## config.mk

```make
export PLATFORM = sky130hd
export DESIGN_NAME = decimal_entry_sum_median3_top
export DESIGN_NICKNAME = d
export VERILOG_FILES = /design/src/sv/dsm3_pkg.sv /design/src/sv/dsm3_parser.sv /design/src/sv/dsm3_window.sv /design/src/sv/decimal_entry_sum_median3_top.sv
export SDC_FILE = /design/constraint.sdc
export NUM_CORES = 1
export LEC_CHECK = 0
export BUFFER_PORTS_ARGS = -buffer_cell sky130_fd_sc_hd__buf_2
export CAP_MARGIN = 15
export CORE_UTILIZATION = 50
export DETAILED_ROUTE_END_ITERATION = 7
export GPL_ROUTABILITY_DRIVEN = 1
export MAX_ROUTING_LAYER = met4
export PLACE_DENSITY = 0.71
export SLEW_MARGIN = 20
export SYNTH_ARGS = -nofsm -noshare
export SYNTH_HDL_FRONTEND = slang
export SYNTH_HIERARCHICAL = 1
export SYNTH_SLANG_ARGS = --single-unit
export TNS_END_PERCENT = 100
```

## constraint.sdc

```tcl
create_clock -name clock -period 11.05 [get_ports clock]
set_clock_uncertainty 0.1 [all_clocks]
set_input_delay 0.5525 -clock clock [delete_from_list [all_inputs] [get_ports clock]]
set_output_delay 0.5525 -clock clock [all_outputs]
set_load 0.005 [all_outputs]
```

## src/sv/dsm3_pkg.sv

```systemverilog
`timescale 1ns / 1ps
`default_nettype none
// ----------------------------------------------------------------------------
// dsm3_pkg
// Types and character codes shared by the decimal entry / median-of-three
// block.
// ----------------------------------------------------------------------------
package dsm3_pkg;

   // parser phases
   typedef enum logic [1:0] {
      PH_SPACE  = 2'd0,
      PH_SIGN   = 2'd1,
      PH_DIGITS = 2'd2,
      PH_STOP   = 2'd3
   } phase_type;

   // per-beat control from the top level to the parser and the window
   typedef struct packed {
      logic feed;
      logic push;
      logic wipe;
   } ctl_type;

   localparam logic [7:0] CHAR_TAB     = 8'd9;
   localparam logic [7:0] CHAR_CR      = 8'd13;
   localparam logic [7:0] CHAR_SPACE   = 8'd32;
   localparam logic [7:0] CHAR_PLUS    = 8'd43;
   localparam logic [7:0] CHAR_MINUS   = 8'd45;
   localparam logic [7:0] CHAR_ZERO    = 8'd48;
   localparam logic [7:0] CHAR_NINE    = 8'd57;
   localparam logic [7:0] CHAR_UPPER_E = 8'd69;
   localparam logic [7:0] CHAR_UPPER_F = 8'd70;
   localparam logic [7:0] CHAR_LOWER_E = 8'd101;
   localparam logic [7:0] CHAR_LOWER_F = 8'd102;

   localparam int unsigned WINDOW_DEPTH = 3;
   localparam logic [1:0]  COUNT_EMPTY  = 2'd0;
   localparam logic [1:0]  COUNT_ONE    = 2'd1;
   localparam logic [1:0]  COUNT_TWO    = 2'd2;
   localparam logic [1:0]  COUNT_FULL   = 2'd3;

   localparam logic KIND_ENTRY   = 1'b0;
   localparam logic KIND_CLEARED = 1'b1;

   localparam int unsigned OUT_VALUE_BITS = 32;
   localparam int unsigned OUT_SUM_BITS   = 34;

endpackage
`default_nettype wire

```

## src/sv/dsm3_parser.sv

```systemverilog
`timescale 1ns / 1ps
`default_nettype none
// ----------------------------------------------------------------------------
// dsm3_parser
// Incremental decimal parser: skips leading whitespace, takes one sign, then
// digits; saturates the magnitude at 2^(VB-1).
// ----------------------------------------------------------------------------
module dsm3_parser #(
   parameter int unsigned VB = 32
) (
   input  wire logic                  clock,
   input  wire logic                  reset,
   input  wire dsm3_pkg::ctl_type     ctl,
   input  wire logic [7:0]            char_code,
   output logic signed [VB-1:0]       value
);

   localparam logic [VB+3:0] LIMIT_W = {4'b0000, 1'b1, {(VB-1){1'b0}}};
   localparam logic [VB-1:0] MAX_POS = {1'b0, {(VB-1){1'b1}}};
   localparam logic [VB-1:0] MIN_NEG = {1'b1, {(VB-1){1'b0}}};

   dsm3_pkg::phase_type phase_ff, phase_in;
   logic                neg_ff, neg_in;
   logic [VB-1:0]       mag_ff, mag_in;

   logic                is_digit, is_space, is_sign;
   logic [3:0]          digit;
   logic [VB+3:0]       mag_x10;

   assign is_digit = (char_code >= dsm3_pkg::CHAR_ZERO) && (char_code <= dsm3_pkg::CHAR_NINE);
   assign is_space = (char_code == dsm3_pkg::CHAR_SPACE) ||
                     ((char_code >= dsm3_pkg::CHAR_TAB) && (char_code <= dsm3_pkg::CHAR_CR));
   assign is_sign  = (char_code == dsm3_pkg::CHAR_PLUS) || (char_code == dsm3_pkg::CHAR_MINUS);
   assign digit    = 4'(char_code - dsm3_pkg::CHAR_ZERO);
   assign mag_x10  = ((VB+4)'(mag_ff) << 3) + ((VB+4)'(mag_ff) << 1) + (VB+4)'(digit);

   // next phase
   always_comb begin
      phase_in = phase_ff;
      if (ctl.push) begin
         phase_in = dsm3_pkg::PH_SPACE;
      end else if (ctl.feed) begin
         unique case (phase_ff)
            dsm3_pkg::PH_SPACE: begin
               if (is_digit) begin
                  phase_in = dsm3_pkg::PH_DIGITS;
               end else if (is_sign) begin
                  phase_in = dsm3_pkg::PH_SIGN;
               end else if (!is_space) begin
                  phase_in = dsm3_pkg::PH_STOP;
               end
            end
            dsm3_pkg::PH_SIGN, dsm3_pkg::PH_DIGITS: begin
               phase_in = is_digit ? dsm3_pkg::PH_DIGITS : dsm3_pkg::PH_STOP;
            end
            dsm3_pkg::PH_STOP: begin
               phase_in = dsm3_pkg::PH_STOP;
            end
            default: begin
               phase_in = dsm3_pkg::PH_STOP;
            end
         endcase
      end
   end

   // accumulate
   always_comb begin
      neg_in = neg_ff;
      mag_in = mag_ff;
      if (ctl.push) begin
         neg_in = 1'b0;
         mag_in = '0;
      end else if (ctl.feed && (phase_ff != dsm3_pkg::PH_STOP)) begin
         if (is_digit) begin
            mag_in = (mag_x10 > LIMIT_W) ? LIMIT_W[VB-1:0] : mag_x10[VB-1:0];
         end else if ((phase_ff == dsm3_pkg::PH_SPACE) && is_sign) begin
            neg_in = (char_code == dsm3_pkg::CHAR_MINUS);
         end
      end
   end

   // signed value with clamp
   always_comb begin
      if (neg_ff) begin
         value = mag_ff[VB-1] ? MIN_NEG : -mag_ff;
      end else begin
         value = mag_ff[VB-1] ? MAX_POS : mag_ff;
      end
   end

   always_ff @(posedge clock) begin
      if (reset) begin
         phase_ff <= dsm3_pkg::PH_SPACE;
         neg_ff   <= 1'b0;
         mag_ff   <= '0;
      end else begin
         phase_ff <= phase_in;
         neg_ff   <= neg_in;
         mag_ff   <= mag_in;
      end
   end

endmodule
`default_nettype wire

```

## src/sv/dsm3_window.sv

```systemverilog
`timescale 1ns / 1ps
`default_nettype none
// ----------------------------------------------------------------------------
// dsm3_window
// Sliding window of the last three entries with sum and median of the window
// as it stands after the current beat.
// ----------------------------------------------------------------------------
module dsm3_window #(
   parameter int unsigned VB = 32
) (
   input  wire logic                  clock,
   input  wire logic                  reset,
   input  wire dsm3_pkg::ctl_type     ctl,
   input  wire logic signed [VB-1:0]  value,
   output logic [1:0]                 count,
   output logic signed [VB+1:0]       sum,
   output logic signed [VB-1:0]       median
);

   logic signed [VB-1:0] win_ff [dsm3_pkg::WINDOW_DEPTH];
   logic signed [VB-1:0] win_in [dsm3_pkg::WINDOW_DEPTH];
   logic [1:0]           cnt_ff, cnt_in;

   logic signed [VB-1:0] a, b, c, lo_ab, hi_ab, lo_hc;
   logic signed [VB:0]   pair_sum;
   logic [VB:0]          pair_adj;

   always_comb begin
      win_in = win_ff;
      cnt_in = cnt_ff;
      if (ctl.wipe) begin
         for (int i = 0; i < dsm3_pkg::WINDOW_DEPTH; i++) begin
            win_in[i] = '0;
         end
         cnt_in = dsm3_pkg::COUNT_EMPTY;
      end else if (ctl.push) begin
         if (cnt_ff == dsm3_pkg::COUNT_FULL) begin
            win_in[0] = win_ff[1];
            win_in[1] = win_ff[2];
            win_in[2] = value;
         end else begin
            for (int i = 0; i < dsm3_pkg::WINDOW_DEPTH; i++) begin
               if (2'(i) == cnt_ff) begin
                  win_in[i] = value;
               end
            end
            cnt_in = cnt_ff + 2'd1;
         end
      end
   end

   // unused slots stay zero, so the full three-way sum serves every count
   assign a        = win_in[0];
   assign b        = win_in[1];
   assign c        = win_in[2];
   assign sum      = (VB+2)'(a) + (VB+2)'(b) + (VB+2)'(c);
   assign pair_sum = (VB+1)'(a) + (VB+1)'(b);
   assign pair_adj = pair_sum + {{VB{1'b0}}, pair_sum[VB]};
   assign lo_ab    = (a < b) ? a : b;
   assign hi_ab    = (a < b) ? b : a;
   assign lo_hc    = (hi_ab < c) ? hi_ab : c;
   assign count    = cnt_in;

   always_comb begin
      unique case (cnt_in)
         dsm3_pkg::COUNT_ONE:   median = a;
         dsm3_pkg::COUNT_TWO:   median = pair_adj[VB:1];
         dsm3_pkg::COUNT_FULL:  median = (lo_ab > lo_hc) ? lo_ab : lo_hc;
         dsm3_pkg::COUNT_EMPTY: median = '0;
         default:               median = '0;
      endcase
   end

   always_ff @(posedge clock) begin
      if (reset) begin
         for (int i = 0; i < dsm3_pkg::WINDOW_DEPTH; i++) begin
            win_ff[i] <= '0;
         end
         cnt_ff <= dsm3_pkg::COUNT_EMPTY;
      end else begin
         win_ff <= win_in;
         cnt_ff <= cnt_in;
      end
   end

endmodule
`default_nettype wire

```

## src/sv/decimal_entry_sum_median3_top.sv

```systemverilog
`timescale 1ns / 1ps
`default_nettype none
// ----------------------------------------------------------------------------
// decimal_entry_sum_median3_top
// Character-driven decimal entry with a running sum and median of three.
//
// Request channel (req_): one character per beat. Digits, whitespace and a
// sign build an integer; 'e'/'E' enters it into a window of the last three
// entries and restarts the parser; 'f'/'F' empties the window. Every other
// character stops the number currently being parsed.
// Response channel (rsp_): one beat for each 'e'/'E' (kind 0: value, entries
// held, window sum and median) and one for each 'f'/'F' (kind 1, all zero).
// Other characters produce no beat.
// Throughput: one character per cycle, set by the single input register
// feeding the parser and window logic, while no 'e'/'f' character is held
// there waiting for the output register. A response beat is loaded from the
// input register into the output register once that register is free, and sits in the output register until taken.
// Reset: parser returns to skipping whitespace, the window empties.
// Stall: while a response waits, characters without a response keep flowing;
// a character that needs a response holds in the input register.
// ----------------------------------------------------------------------------
module decimal_entry_sum_median3_top #(
   parameter int unsigned VALUE_BITS = 32
) (
   input  wire logic         clock,
   input  wire logic         reset,
   input  wire logic         req_valid,
   output logic              req_ready,
   input  wire logic [7:0]   req_char_code,
   output logic              rsp_valid,
   input  wire logic         rsp_ready,
   output logic              rsp_result_kind,
   output logic signed [31:0] rsp_entered_value,
   output logic [1:0]        rsp_entries_held,
   output logic signed [33:0] rsp_history_sum,
   output logic signed [31:0] rsp_history_median
);

   localparam int unsigned VB = VALUE_BITS;

   logic                 s1_valid_ff, s1_valid_in;
   logic [7:0]           s1_char_ff;
   logic                 rsp_valid_ff, rsp_valid_in;
   logic                 rsp_kind_ff;
   logic signed [31:0]   rsp_value_ff, rsp_median_ff;
   logic [1:0]           rsp_held_ff;
   logic signed [33:0]   rsp_sum_ff;

   logic                 is_e, is_f, produce, out_free, s1_advance, load_rsp;
   dsm3_pkg::ctl_type    ctl;
   logic signed [VB-1:0] value, median;
   logic signed [VB+1:0] sum;
   logic [1:0]           count;
   logic signed [63:0]   value_w, sum_w, median_w;

   assign is_e = (s1_char_ff == dsm3_pkg::CHAR_LOWER_E) || (s1_char_ff == dsm3_pkg::CHAR_UPPER_E);
   assign is_f = (s1_char_ff == dsm3_pkg::CHAR_LOWER_F) || (s1_char_ff == dsm3_pkg::CHAR_UPPER_F);
   assign produce    = is_e || is_f;
   assign out_free   = !rsp_valid_ff || rsp_ready;
   assign s1_advance = s1_valid_ff && (!produce || out_free);
   assign req_ready  = !s1_valid_ff || s1_advance;
   assign load_rsp   = s1_advance && produce;

   assign ctl.feed = s1_advance && !produce;
   assign ctl.push = s1_advance && is_e;
   assign ctl.wipe = s1_advance && is_f;

   dsm3_parser #(.VB(VB)) u_parser (
      .clock     (clock),
      .reset     (reset),
      .ctl       (ctl),
      .char_code (s1_char_ff),
      .value     (value)
   );

   dsm3_window #(.VB(VB)) u_window (
      .clock  (clock),
      .reset  (reset),
      .ctl    (ctl),
      .value  (value),
      .count  (count),
      .sum    (sum),
      .median (median)
   );

   assign value_w  = 64'(value);
   assign sum_w    = 64'(sum);
   assign median_w = 64'(median);

   assign s1_valid_in  = req_valid ? 1'b1 : (s1_valid_ff && !s1_advance);
   assign rsp_valid_in = load_rsp ? 1'b1 : (rsp_valid_ff && !rsp_ready);

   always_ff @(posedge clock) begin
      if (reset) begin
         s1_valid_ff  <= 1'b0;
         rsp_valid_ff <= 1'b0;
      end else begin
         s1_valid_ff  <= req_ready ? s1_valid_in : s1_valid_ff;
         rsp_valid_ff <= rsp_valid_in;
      end
   end

   always_ff @(posedge clock) begin
      if (req_valid && req_ready) begin
         s1_char_ff <= req_char_code;
      end
      if (load_rsp) begin
         rsp_kind_ff <= is_f ? dsm3_pkg::KIND_CLEARED : dsm3_pkg::KIND_ENTRY;
         if (is_f) begin
            rsp_value_ff  <= '0;
            rsp_held_ff   <= dsm3_pkg::COUNT_EMPTY;
            rsp_sum_ff    <= '0;
            rsp_median_ff <= '0;
         end else begin
            rsp_value_ff  <= value_w[dsm3_pkg::OUT_VALUE_BITS-1:0];
            rsp_held_ff   <= count;
            rsp_sum_ff    <= sum_w[dsm3_pkg::OUT_SUM_BITS-1:0];
            rsp_median_ff <= median_w[dsm3_pkg::OUT_VALUE_BITS-1:0];
         end
      end
   end

   assign rsp_valid          = rsp_valid_ff;
   assign rsp_result_kind    = rsp_kind_ff;
   assign rsp_entered_value  = rsp_value_ff;
   assign rsp_entries_held   = rsp_held_ff;
   assign rsp_history_sum    = rsp_sum_ff;
   assign rsp_history_median = rsp_median_ff;

`ifndef SYNTHESIS
   a_clear_zero: assert property (@(posedge clock) disable iff (reset)
      (rsp_valid && (rsp_result_kind == dsm3_pkg::KIND_CLEARED)) |->
      ((rsp_entries_held == dsm3_pkg::COUNT_EMPTY) && (rsp_history_sum == 34'sd0)))
      else $error("cleared beat carries nonzero statistics");

   a_entry_held: assert property (@(posedge clock) disable iff (reset)
      (rsp_valid && (rsp_result_kind == dsm3_pkg::KIND_ENTRY)) |->
      (rsp_entries_held != dsm3_pkg::COUNT_EMPTY))
      else $error("entry beat reports an empty window");

   a_single_median: assert property (@(posedge clock) disable iff (reset)
      (rsp_valid && (rsp_result_kind == dsm3_pkg::KIND_ENTRY) &&
       (rsp_entries_held == dsm3_pkg::COUNT_ONE)) |->
      (rsp_history_median == rsp_entered_value))
      else $error("median of a single entry differs from the entry");

   a_load_shows: assert property (@(posedge clock) disable iff (reset)
      load_rsp |=> rsp_valid)
      else $error("loaded response not presented");
`endif

endmodule
`default_nettype wire

```

* Word level (Yosys, flattened, before mapping) *
Index checks and enable logic that the tools add are counted.
Widths: inputs -> output; s select.

storage, ports and cells
  input port bits = 12
  flip-flop bits (word level) = 244
  output and inout port bits = 103
  word-level logic and storage cells = 110

cells by class
  magnitude comparators = 8
  reduce and logical (&&, ||, !) cells = 33
  bitwise gates (word level) = 1
  muxes and demuxes = 26
  $add $sub $neg = 9
  equal/unequal tests = 18

operators by type and width
  cell                  count
  $mux 32               10
  $mux 96               3
  $pmux 32 s4           1
  $add 32x32->33        2
  $lt 32x32->1          2
  $add 35x33->36        1
  $add 36x4->36         1
  $gt 36x32->1 const B  1
  $add 33x32->34        1
  $add 33x1->33         1
  $eq 8x7->1 const B    4
  $gt 32x32->1          1
  $neg 32->32           1
  $mux 31               1
  $eq 8x6->1 const B    3
  $logic_and 1x1->1     12
  $mux 2                6
  $eq 2x2->1 const B    5
  $ge 8x4->1 const B    1
  $ge 8x6->1 const B    1
  $le 8x4->1 const B    1
  $le 8x6->1 const B    1
  $logic_or 1x1->1      8
  $logic_not 2->1       3
  14 further kinds      24

* Longest topological paths before layout *
Gate-level depths: netlist (run 1).

  word-level depth = 16
  gate-level depth with buffers = 54
  mapped depth without buffers = 48

* Cells and area by module *
Netlist (run 1), hierarchy kept.

by module, submodules not included
  module                         area an instance (um^2)  cells an instance  times used  sequential area each (um^2)
  dsm3_window                    13770.7                  1877               1           1961.9
  decimal_entry_sum_median3_top  5072.4                   367                1           3313.2
  dsm3_parser                    4411.7                   556                1           700.7

* Least setup slack after synthesis (run 1) *
No wires, ideal clock.

  path kind = reg2reg
  from = register s1_char_ff[3]
  to = register rsp_value_ff[0] (netlist: rsp_entered_value[0]), enable pin
  data required time = 10142 ps
  clock period less this slack = 11257 ps
  cell stages (with the launch flop) = 3
  path buffers = 0
  data arrival time = 10349 ps
  setup slack = -207 ps
  setup time = 808 ps
  path through = edfxtp_1 -> nand4bb_1 -> nor4_1

between the ends
  longest elaborated chain between the ends = 7
  elaborated cells between the ends (all ways) = 11
  classes of those cells = eq/ne: 4; reduce/logical: 7

ends and longest elaborated chain
  what                                 line                                                                      source
  from (decl)                          decimal_entry_sum_median3_top.sv:42                                       logic [7:0] s1_char_ff;
  from (signal assigned)               decimal_entry_sum_median3_top.sv:105                                      s1_char_ff <= req_char_code;
  $eq 8x7->1 (on tied branches)        decimal_entry_sum_median3_top.sv:56, decimal_entry_sum_median3_top.sv:57
  $logic_or 1x1->1 (on tied branches)  decimal_entry_sum_median3_top.sv:56, decimal_entry_sum_median3_top.sv:57
  $logic_or 1x1->1 *                   decimal_entry_sum_median3_top.sv:58                                       assign produce = is_e || is_f;
  $logic_not 1->1                      decimal_entry_sum_median3_top.sv:60                                       assign s1_advance = s1_valid_ff && (!produce || out_free);
  $logic_or 1x1->1                     decimal_entry_sum_median3_top.sv:60
  $logic_and 1x1->1                    decimal_entry_sum_median3_top.sv:60
  $logic_and 1x1->1 *                  decimal_entry_sum_median3_top.sv:62                                       assign load_rsp = s1_advance && produce;
  via load_rsp                         decimal_entry_sum_median3_top.sv:49                                       logic is_e, is_f, produce, out_free, s1_advance, load_rsp;
  to (signal assigned)                 decimal_entry_sum_median3_top.sv:115                                      rsp_value_ff <= value_w[dsm3_pkg::OUT_VALUE_BITS-1:0];
  to (decl)                            decimal_entry_sum_median3_top.sv:45                                       logic signed [31:0] rsp_value_ff, rsp_median_ff;

The timed path passes the listed nets; every way through them passes the cells marked *.
A chain may end at the register's enable or synchronous reset.

==> impl_metrics.csv, run 1 <==
group,metric,value,unit
critical_path,worst_path_largest_cell_delay,430,ps
synthesis,yosysWarnings,6,
worst_hold_path,hold_start,"req_char_code[4]",
pwr,comb_power_share,12.2,%
route,routed_wirelength,88.8,mm
synthesis,synth_cell_type_count,113,
grt,grtUsageTotal,37.9,%
critical_path,reg2reg_slack,440,ps
finish,nets,3327,
critical_path,cp-start-kind,"flop",
clock_tree,clk_latency,600,ps
grt,antenna_found_initial,2,
worst_hold_path,hp-class,"primary input to flop",
run,max_cap_violations,0,
route,first_pass_iters,8,
critical_path,end_kind,"flop",
placed_design,postPlaceCellArea,25900,sq um
floorplanning,std_cell_rows,78,
sta,min_period_over_period,96.0,%
pwr,p_int,1.68,mW
sta,worst_slack,443,ps
sta,clock.fmax,94.3,MHz
finish,finalInstanceArea,27300,sq um
clock_tree,numCtsBuffers,30,
finish,multi_input_area,15800,sq um
synthesis,synth_flop_cell,"dfxtp_1",
floorplanning,core_area,45700,sq um
sta,timing.hold.ws,29.6,ps
pwr,p_per_area,83.3,nW/um^2
critical_path,crit_arrival,10940,ps
floorplanning,die-area,47400,sq um
synthesis,synth_area,23300,sq um
finish,ff_latch_area,5980,sq um
finish,area_growth,17.2,%
synthesis,synthesis.nets,3073,
pwr,switchingPower,0.594,mW
floorplanning,fp.dieW,218,microns
pwr,pwr-share-clk,46.3,%
critical_path,worstPathMaxFanout,21,
synthesis,netlist_instances,2800,
route,dr.first_iter.drc_count,2701,
synthesis,syn_avg_cell_area,8.31,sq um
finish,drive_gt1_share,20.8,%
route,vias_per_cell,6.33,
clock_tree,path_clk_slew,60,ps
synthesis,yosysSeqAreaShare,25.7,%
clock_tree,root_buffer,"clkbuf_16",
placed_design,portBuffers,114,
pwr,swShare,26.2,%
route,drc_errors,2,
pwr,peakVddDrop,0.115,mV
critical_path,rr_worst_depth,52,
sta,tightest_slew,1140,ps
grt,grt_pass1_wl,133,mm
synthesis,synth_edf_count,109,
finish,fillCellCount,4122,
placed_design,hpwlAfterDp,70.6,mm
pwr,power.leakage,12.5,nW
sta,tns,0,ps
critical_path,startpoint,"u_parser/mag_ff[0]$_SDFFE_PP0P_",
clock_tree,cts.sinks,244,
grt,grt_max_degree,100,
critical_path,crit_type,"flop to flop",
finish,fin_util,59.7,%
grt,overflow,0,
clock_tree,cts_max_level,1,
synthesis,ys_ff_latch,244,
route,vias,23300,
placed_design,gp_congestion,1.10,
critical_path,crit_end,"rsp_history_median[4]$_SDFFCE_PP0P_",
route,postRouteAntennaNets,0,
clock_tree,cts_buffer_depth,3,
critical_path,crit_top_cell,"buf_4",
sta,relSlewSlack,24.0,%
grt,first_global_vias,22000,
synthesis,async_reset_ff_share,0,%
sta,finalSetupViolCount,0,
floorplanning,io_pins,115,
sta,fin_crit,10610,ps
status,violations,"design-rule violations",
critical_path,critPathRequiredTime,11380,ps
sta,finalHoldViolations,0,
placed_design,place_ws,-91.1,ps
clock_tree,cts_tree,"yes",
clock_tree,hold_buffers,0,
floorplanning,initial_core_util,50.9,%
pwr,seq_power_share,41.6,%
critical_path,r2r-start,"u_parser/mag_ff[0]$_SDFFE_PP0P_",
sta,slew_violations,0,
floorplanning,fp.dieH,218,microns
critical_path,slowest_stage,"a221oi_1",
route,routedWlPerCell,24.1,microns
status,status,"finished, violations left",
critical_path,r2r_end,"rsp_history_median[4]$_SDFFCE_PP0P_",
==> synth_stat cells (all sizes together) (23+ instances only) <==
cell type / n / share of area [%]
o22ai: 55 / 1.5
ha: 225 / 12
nor2: 292 / 4.7
nand4: 23 / 0.62
nand2: 217 / 3.5
a31oi: 117 / 4.7
dfxtp: 135 / 12
xor2: 47 / 1.8
a21o: 54 / 1.7
nor3: 52 / 1.2
a211o: 44 / 1.7
nor2b: 23 / 0.62
or3: 29 / 0.80
mux2i: 77 / 3.3
a32o: 24 / 1.2
fa: 36 / 3.1
edfxtp: 109 / 14
a21oi: 133 / 2.9
clkbuf: 90 / 1.5
or2: 41 / 1.1
inv: 259 / 4.2
o211ai: 32 / 1.1
o21ai: 171 / 3.7
nand3: 38 / 0.82
a211oi: 37 / 1.2
xnor2: 78 / 2.9
buf: 66 / 1.7
nand2b: 35 / 0.97
==> cell families after synthesis <==
logic type	after synthesis	synth area share, %
xor gates and xnor gates	125	4.74
AOI/OAI and AO/OA	821	25.6
muxes	82	3.56
and+or+nand+nor	849	17.8
buffers and inverters	418	7.43
DFF	244	25.7
adders and majority gates	261	15.2
==> worst max-delay path: cells and delay by family, from the launching register on <==
family | cells | cell delay [ps]
muxes | 1 | 320
adders and majority gates | 4 | 1050
buffers and inverters | 11 | 1710
AOI/OAI and AO/OA | 18 | 3480
and+or+nand+nor | 15 | 2660
DFF | 1 | 320
xor gates and xnor gates | 3 | 770
==> worst min path at each step <==
| stage | cells after the start | end |
|---|---|---|
| 2_1_floorplan | 2 | u_parser/phase_ff[0]$_SDFFE_PP0P_ |
| 3_3_place_gp | 2 | u_parser/phase_ff[0]$_SDFFE_PP0P_ |
| 3_5_place_dp | 2 | u_parser/phase_ff[1]$_SDFFE_PP0P_ |
| 4_1_cts | 1 | s1_char_ff[4]$_DFFE_PP_ |
| 5_1_grt | 1 | s1_char_ff[4]$_DFFE_PP_ |
| 6_report | 1 | s1_char_ff[4]$_DFFE_PP_ |
==> power by group through the flow <==
stage / Clock, mW / Combinational (mW) / Sequential [mW]
3_3_place_gp: 0 / 0.244 / 0.963
2_1_floorplan: 0 / 0.148 / 0.963
5_1_grt: 1.09 / 0.299 / 0.944
4_1_cts: 1.06 / 0.251 / 0.944
3_5_place_dp: 0 / 0.249 / 0.963
6_report: 1.05 / 0.276 / 0.944
==> registers in the layout (all words and copies together), names as in the netlist <==
signal              cells
rsp_entered_value      32
rsp_entries_held        2
rsp_history_median     32
rsp_history_sum        34
rsp_result_kind         1
rsp_valid               1
s1_char_ff              8
s1_valid_ff             1
u_parser/mag_ff        32
u_parser/neg_ff         1
u_parser/phase_ff       2
u_window/cnt_ff         2
u_window/win_ff        96
==> per-stage QoR <==
step,cells,power [mW]
CTS,3666,2.26
global route,3680,2.33
global placement,3609,1.21
finish,3680,2.27
detailed placement,3610,1.21
floorplan,2800,1.11
==> what timing repair did <==
action                                 in CTS  in global routing
setup buffers                               0                 12
gates cloned                                0                  0
endpoints found under the hold margin       0                  0
resized for setup                           2                 43
setup endpoints to repair                  12                 32
pin swaps                                   0                 18
==> cells in the final DEF, fill, tap and decap left out, types with 44 or more instances in the layout <==
cell / instances
nor2_1: 291
xnor2_1: 76
nor3_1: 50
o21ai_0: 159
ha_1: 225
nand2_1: 215
a31oi_1: 56
a31oi_2: 61
a211o_1: 44
dfxtp_1: 134
edfxtp_1: 109
buf_4: 259
mux2i_1: 75
buf_2: 113
a21o_1: 54
inv_1: 258
o22ai_1: 53
a21oi_1: 127
==> final cells by class <==
| type | count | area share (%) |
|---|---|---|
| Antenna cell | 2 | 0.0184 |
| Clock inverter | 18 | 0.698 |
| Timing Repair Buffer | 380 | 9.73 |
| Clock buffer | 38 | 3.18 |
| Tap cell | 600 | 2.75 |
| Sequential cell | 244 | 21.9 |
| Inverter | 260 | 3.59 |
| Multi-Input combinational cell | 2138 | 58.1 |
==> routing by layer <==
layer	part of all wire, %	track usage [%]	up-vias
met5	0	-	-
met4	5.3	17.5	0
met3	7.3	4.53	258
met2	45	59.0	1102
met1	42	49.0	11300
li1	-	-	10700
Note: power is estimated with default switching activity, not from simulation.
==> inputs of run 2 (changes only) <==
--- a/config.mk
+++ b/config.mk
@@ -7,11 +7,11 @@
 export LEC_CHECK = 0
 export BUFFER_PORTS_ARGS = -buffer_cell sky130_fd_sc_hd__buf_2
 export CAP_MARGIN = 15
-export CORE_UTILIZATION = 50
+export CORE_UTILIZATION = 58
 export DETAILED_ROUTE_END_ITERATION = 7
 export GPL_ROUTABILITY_DRIVEN = 1
 export MAX_ROUTING_LAYER = met4
-export PLACE_DENSITY = 0.71
+export PLACE_DENSITY = 0.8
 export SLEW_MARGIN = 20
 export SYNTH_ARGS = -nofsm -noshare
 export SYNTH_HDL_FRONTEND = slang
==> run 2 against run 1 <==
Effect of this change:
- the run now ends clean
- critical endpoint is now rsp_history_median[26]$_SDFFCE_PP0P_
- first-iteration DRC count shrank 5.9%
- setup slack gained 61 ps
- largest power group unchanged
- largest cell class unchanged
- critical path type unchanged
- sequential share of layout area grew 0.33 points
==> impl_metrics.csv, run 2 (synthesis gave the netlist of run 1 again) <==
group,metric,value,unit
run,max_cap_violations,0,
clock_tree,cts_max_level,1,
grt,grtUsageTotal,42.5,%
pwr,switchingPower,0.606,mW
critical_path,path_buf_inv,10,
route,vias_per_cell,6.58,
placed_design,gp_congestion,1.03,
grt,overflow,0,
sta,fin_crit,10550,ps
floorplanning,fp.dieH,202,microns
finish,nets,3292,
sta,tightest_slew,1150,ps
clock_tree,path_clk_slew,60,ps
clock_tree,clk_latency,610,ps
sta,min_period_over_period,95.4,%
placed_design,place_ws,-187,ps
clock_tree,cts_tree,"yes",
floorplanning,initial_core_util,59.5,%
floorplanning,core_area,39100,sq um
clock_tree,hold_buffers,0,
finish,layout_commonest_cell,"nor2_1",
worst_hold_path,hp-class,"primary input to flop",
critical_path,end_kind,"flop",
sta,clock.fmax,94.8,MHz
route,drc_errors,0,
floorplanning,fp.dieW,202,microns
clock_tree,cts.sinks,244,
finish,drive_gt1_share,20.1,%
status,status,"completed",
route,dr.first_iter.drc_count,2541,
critical_path,critPathRequiredTime,11260,ps
placed_design,portBuffers,114,
critical_path,crit_arrival,10760,ps
sta,timing.hold.ws,19.7,ps
critical_path,crit_family,"simple AND/OR/NAND/NOR gates",
clock_tree,root_buffer,"clkbuf_16",
sta,relSlewSlack,22.9,%
grt,first_global_vias,22000,
pwr,comb_power_share,12.0,%
clock_tree,numCtsBuffers,28,
pwr,swShare,28.0,%
sta,slew_violations,0,
finish,largest_register_ffs,96,
finish,fin_util,68.7,%
critical_path,worst_path_largest_cell_delay,500,ps
critical_path,slowest_stage,"o41a_1",
finish,regMostFlops,"u_window/win_ff",
placed_design,postPlaceCellArea,25500,sq um
sta,finalHoldViolations,0,
pwr,p_per_area,80.5,nW/um^2
clock_tree,cts_buffer_depth,3,
finish,final_cell_mix,"nor2_1, inv_1, ha_1",
route,vias,23400,
grt,grt_pass1_wl,129,mm
placed_design,hpwlAfterDp,67.9,mm
pwr,pwr-share-clk,44.4,%
critical_path,reg2reg_slack,500,ps
sta,worst_slack,504,ps
floorplanning,io_pins,115,
grt,grt_max_degree,70,
pwr,power.leakage,12.3,nW
pwr,peakVddDrop,0.137,mV
pwr,p_int,1.56,mW
route,first_pass_iters,6,
floorplanning,std_cell_rows,72,
finish,diodes,0,
finish,finalInstanceArea,26900,sq um
critical_path,worstPathMaxFanout,40,
floorplanning,die-area,40900,sq um
route,postRouteAntennaNets,0,
pwr,seq_power_share,43.6,%
critical_path,crit_type,"flop to flop",
finish,area_growth,15.5,%
route,routed_wirelength,86.9,mm
grt,antenna_found_initial,0,
route,routedWlPerCell,24.4,microns
sta,finalSetupViolCount,0,
critical_path,cp-start-kind,"flop",
run 2: cell count changes in the layout (fill, tap and decap cells not counted), moves of 3 or more:
cell       delta
o21ai_1       +5
or3_4         +4
bufinv_16     -3
o21ai_0       -5
buf_4        -37
or3_1         -4
clkinv_4      -3
run 2: power groups by stage:
stage	registers (mW)	logic, mW	clock network (mW)
floorplan	0.963	0.148	0
global placement	0.963	0.229	0
detailed placement	0.963	0.234	0
CTS	0.943	0.236	0.958
global route	0.943	0.278	0.987
finish	0.943	0.260	0.960
run 2: through the flow:
step / total power, mW / setup TNS, ps / std cells
6_report: 2.16 / 0 / 3558
5_1_grt: 2.21 / -528 / 3558
4_1_cts: 2.14 / 0 / 3537
3_5_place_dp: 1.20 / -1010 / 3486
3_3_place_gp: 1.19 / -745 / 3486
2_1_floorplan: 1.11 / 0 / 2800
run 2: cell type report:
class / count / area [sq um]
clock inverter: 15 / 128
clock buffer: 36 / 802
inverter: 260 / 978
sequential: 244 / 5980
fill: 3211 / 12200
timing repair buffer: 346 / 2420
tap: 518 / 648
multi-input combinational: 2139 / 15900
run 2: repair_timing:
action                     4_1_cts  5_1_grt
gates resized for setup          4       59
setup endpoints to repair       20       32
setup buffers                    0       20
gates cloned                     0        1
pin swaps                        0       29
run 2: routing by layer:
metal	wire length [microns]	vias up	track usage (%)
met5	0	-	-
li1	-	10600	-
met4	5940	0	24.5
met2	38600	1322	65.1
met1	34500	11200	53.7
met3	7860	322	5.92
run 2: final timing paths:
kind                                          endpoint  cells after the start                         startpoint
hold / removal                 s1_char_ff[6]$_DFFE_PP_                      1                   req_char_code[6]
hold reg to reg      u_parser/phase_ff[1]$_SDFFE_PP0P_                      2  u_parser/phase_ff[1]$_SDFFE_PP0P_
setup reg to reg  rsp_history_median[26]$_SDFFCE_PP0P_                     50    u_parser/mag_ff[0]$_SDFFE_PP0P_
setup / recovery  rsp_history_median[26]$_SDFFCE_PP0P_                     50    u_parser/mag_ff[0]$_SDFFE_PP0P_
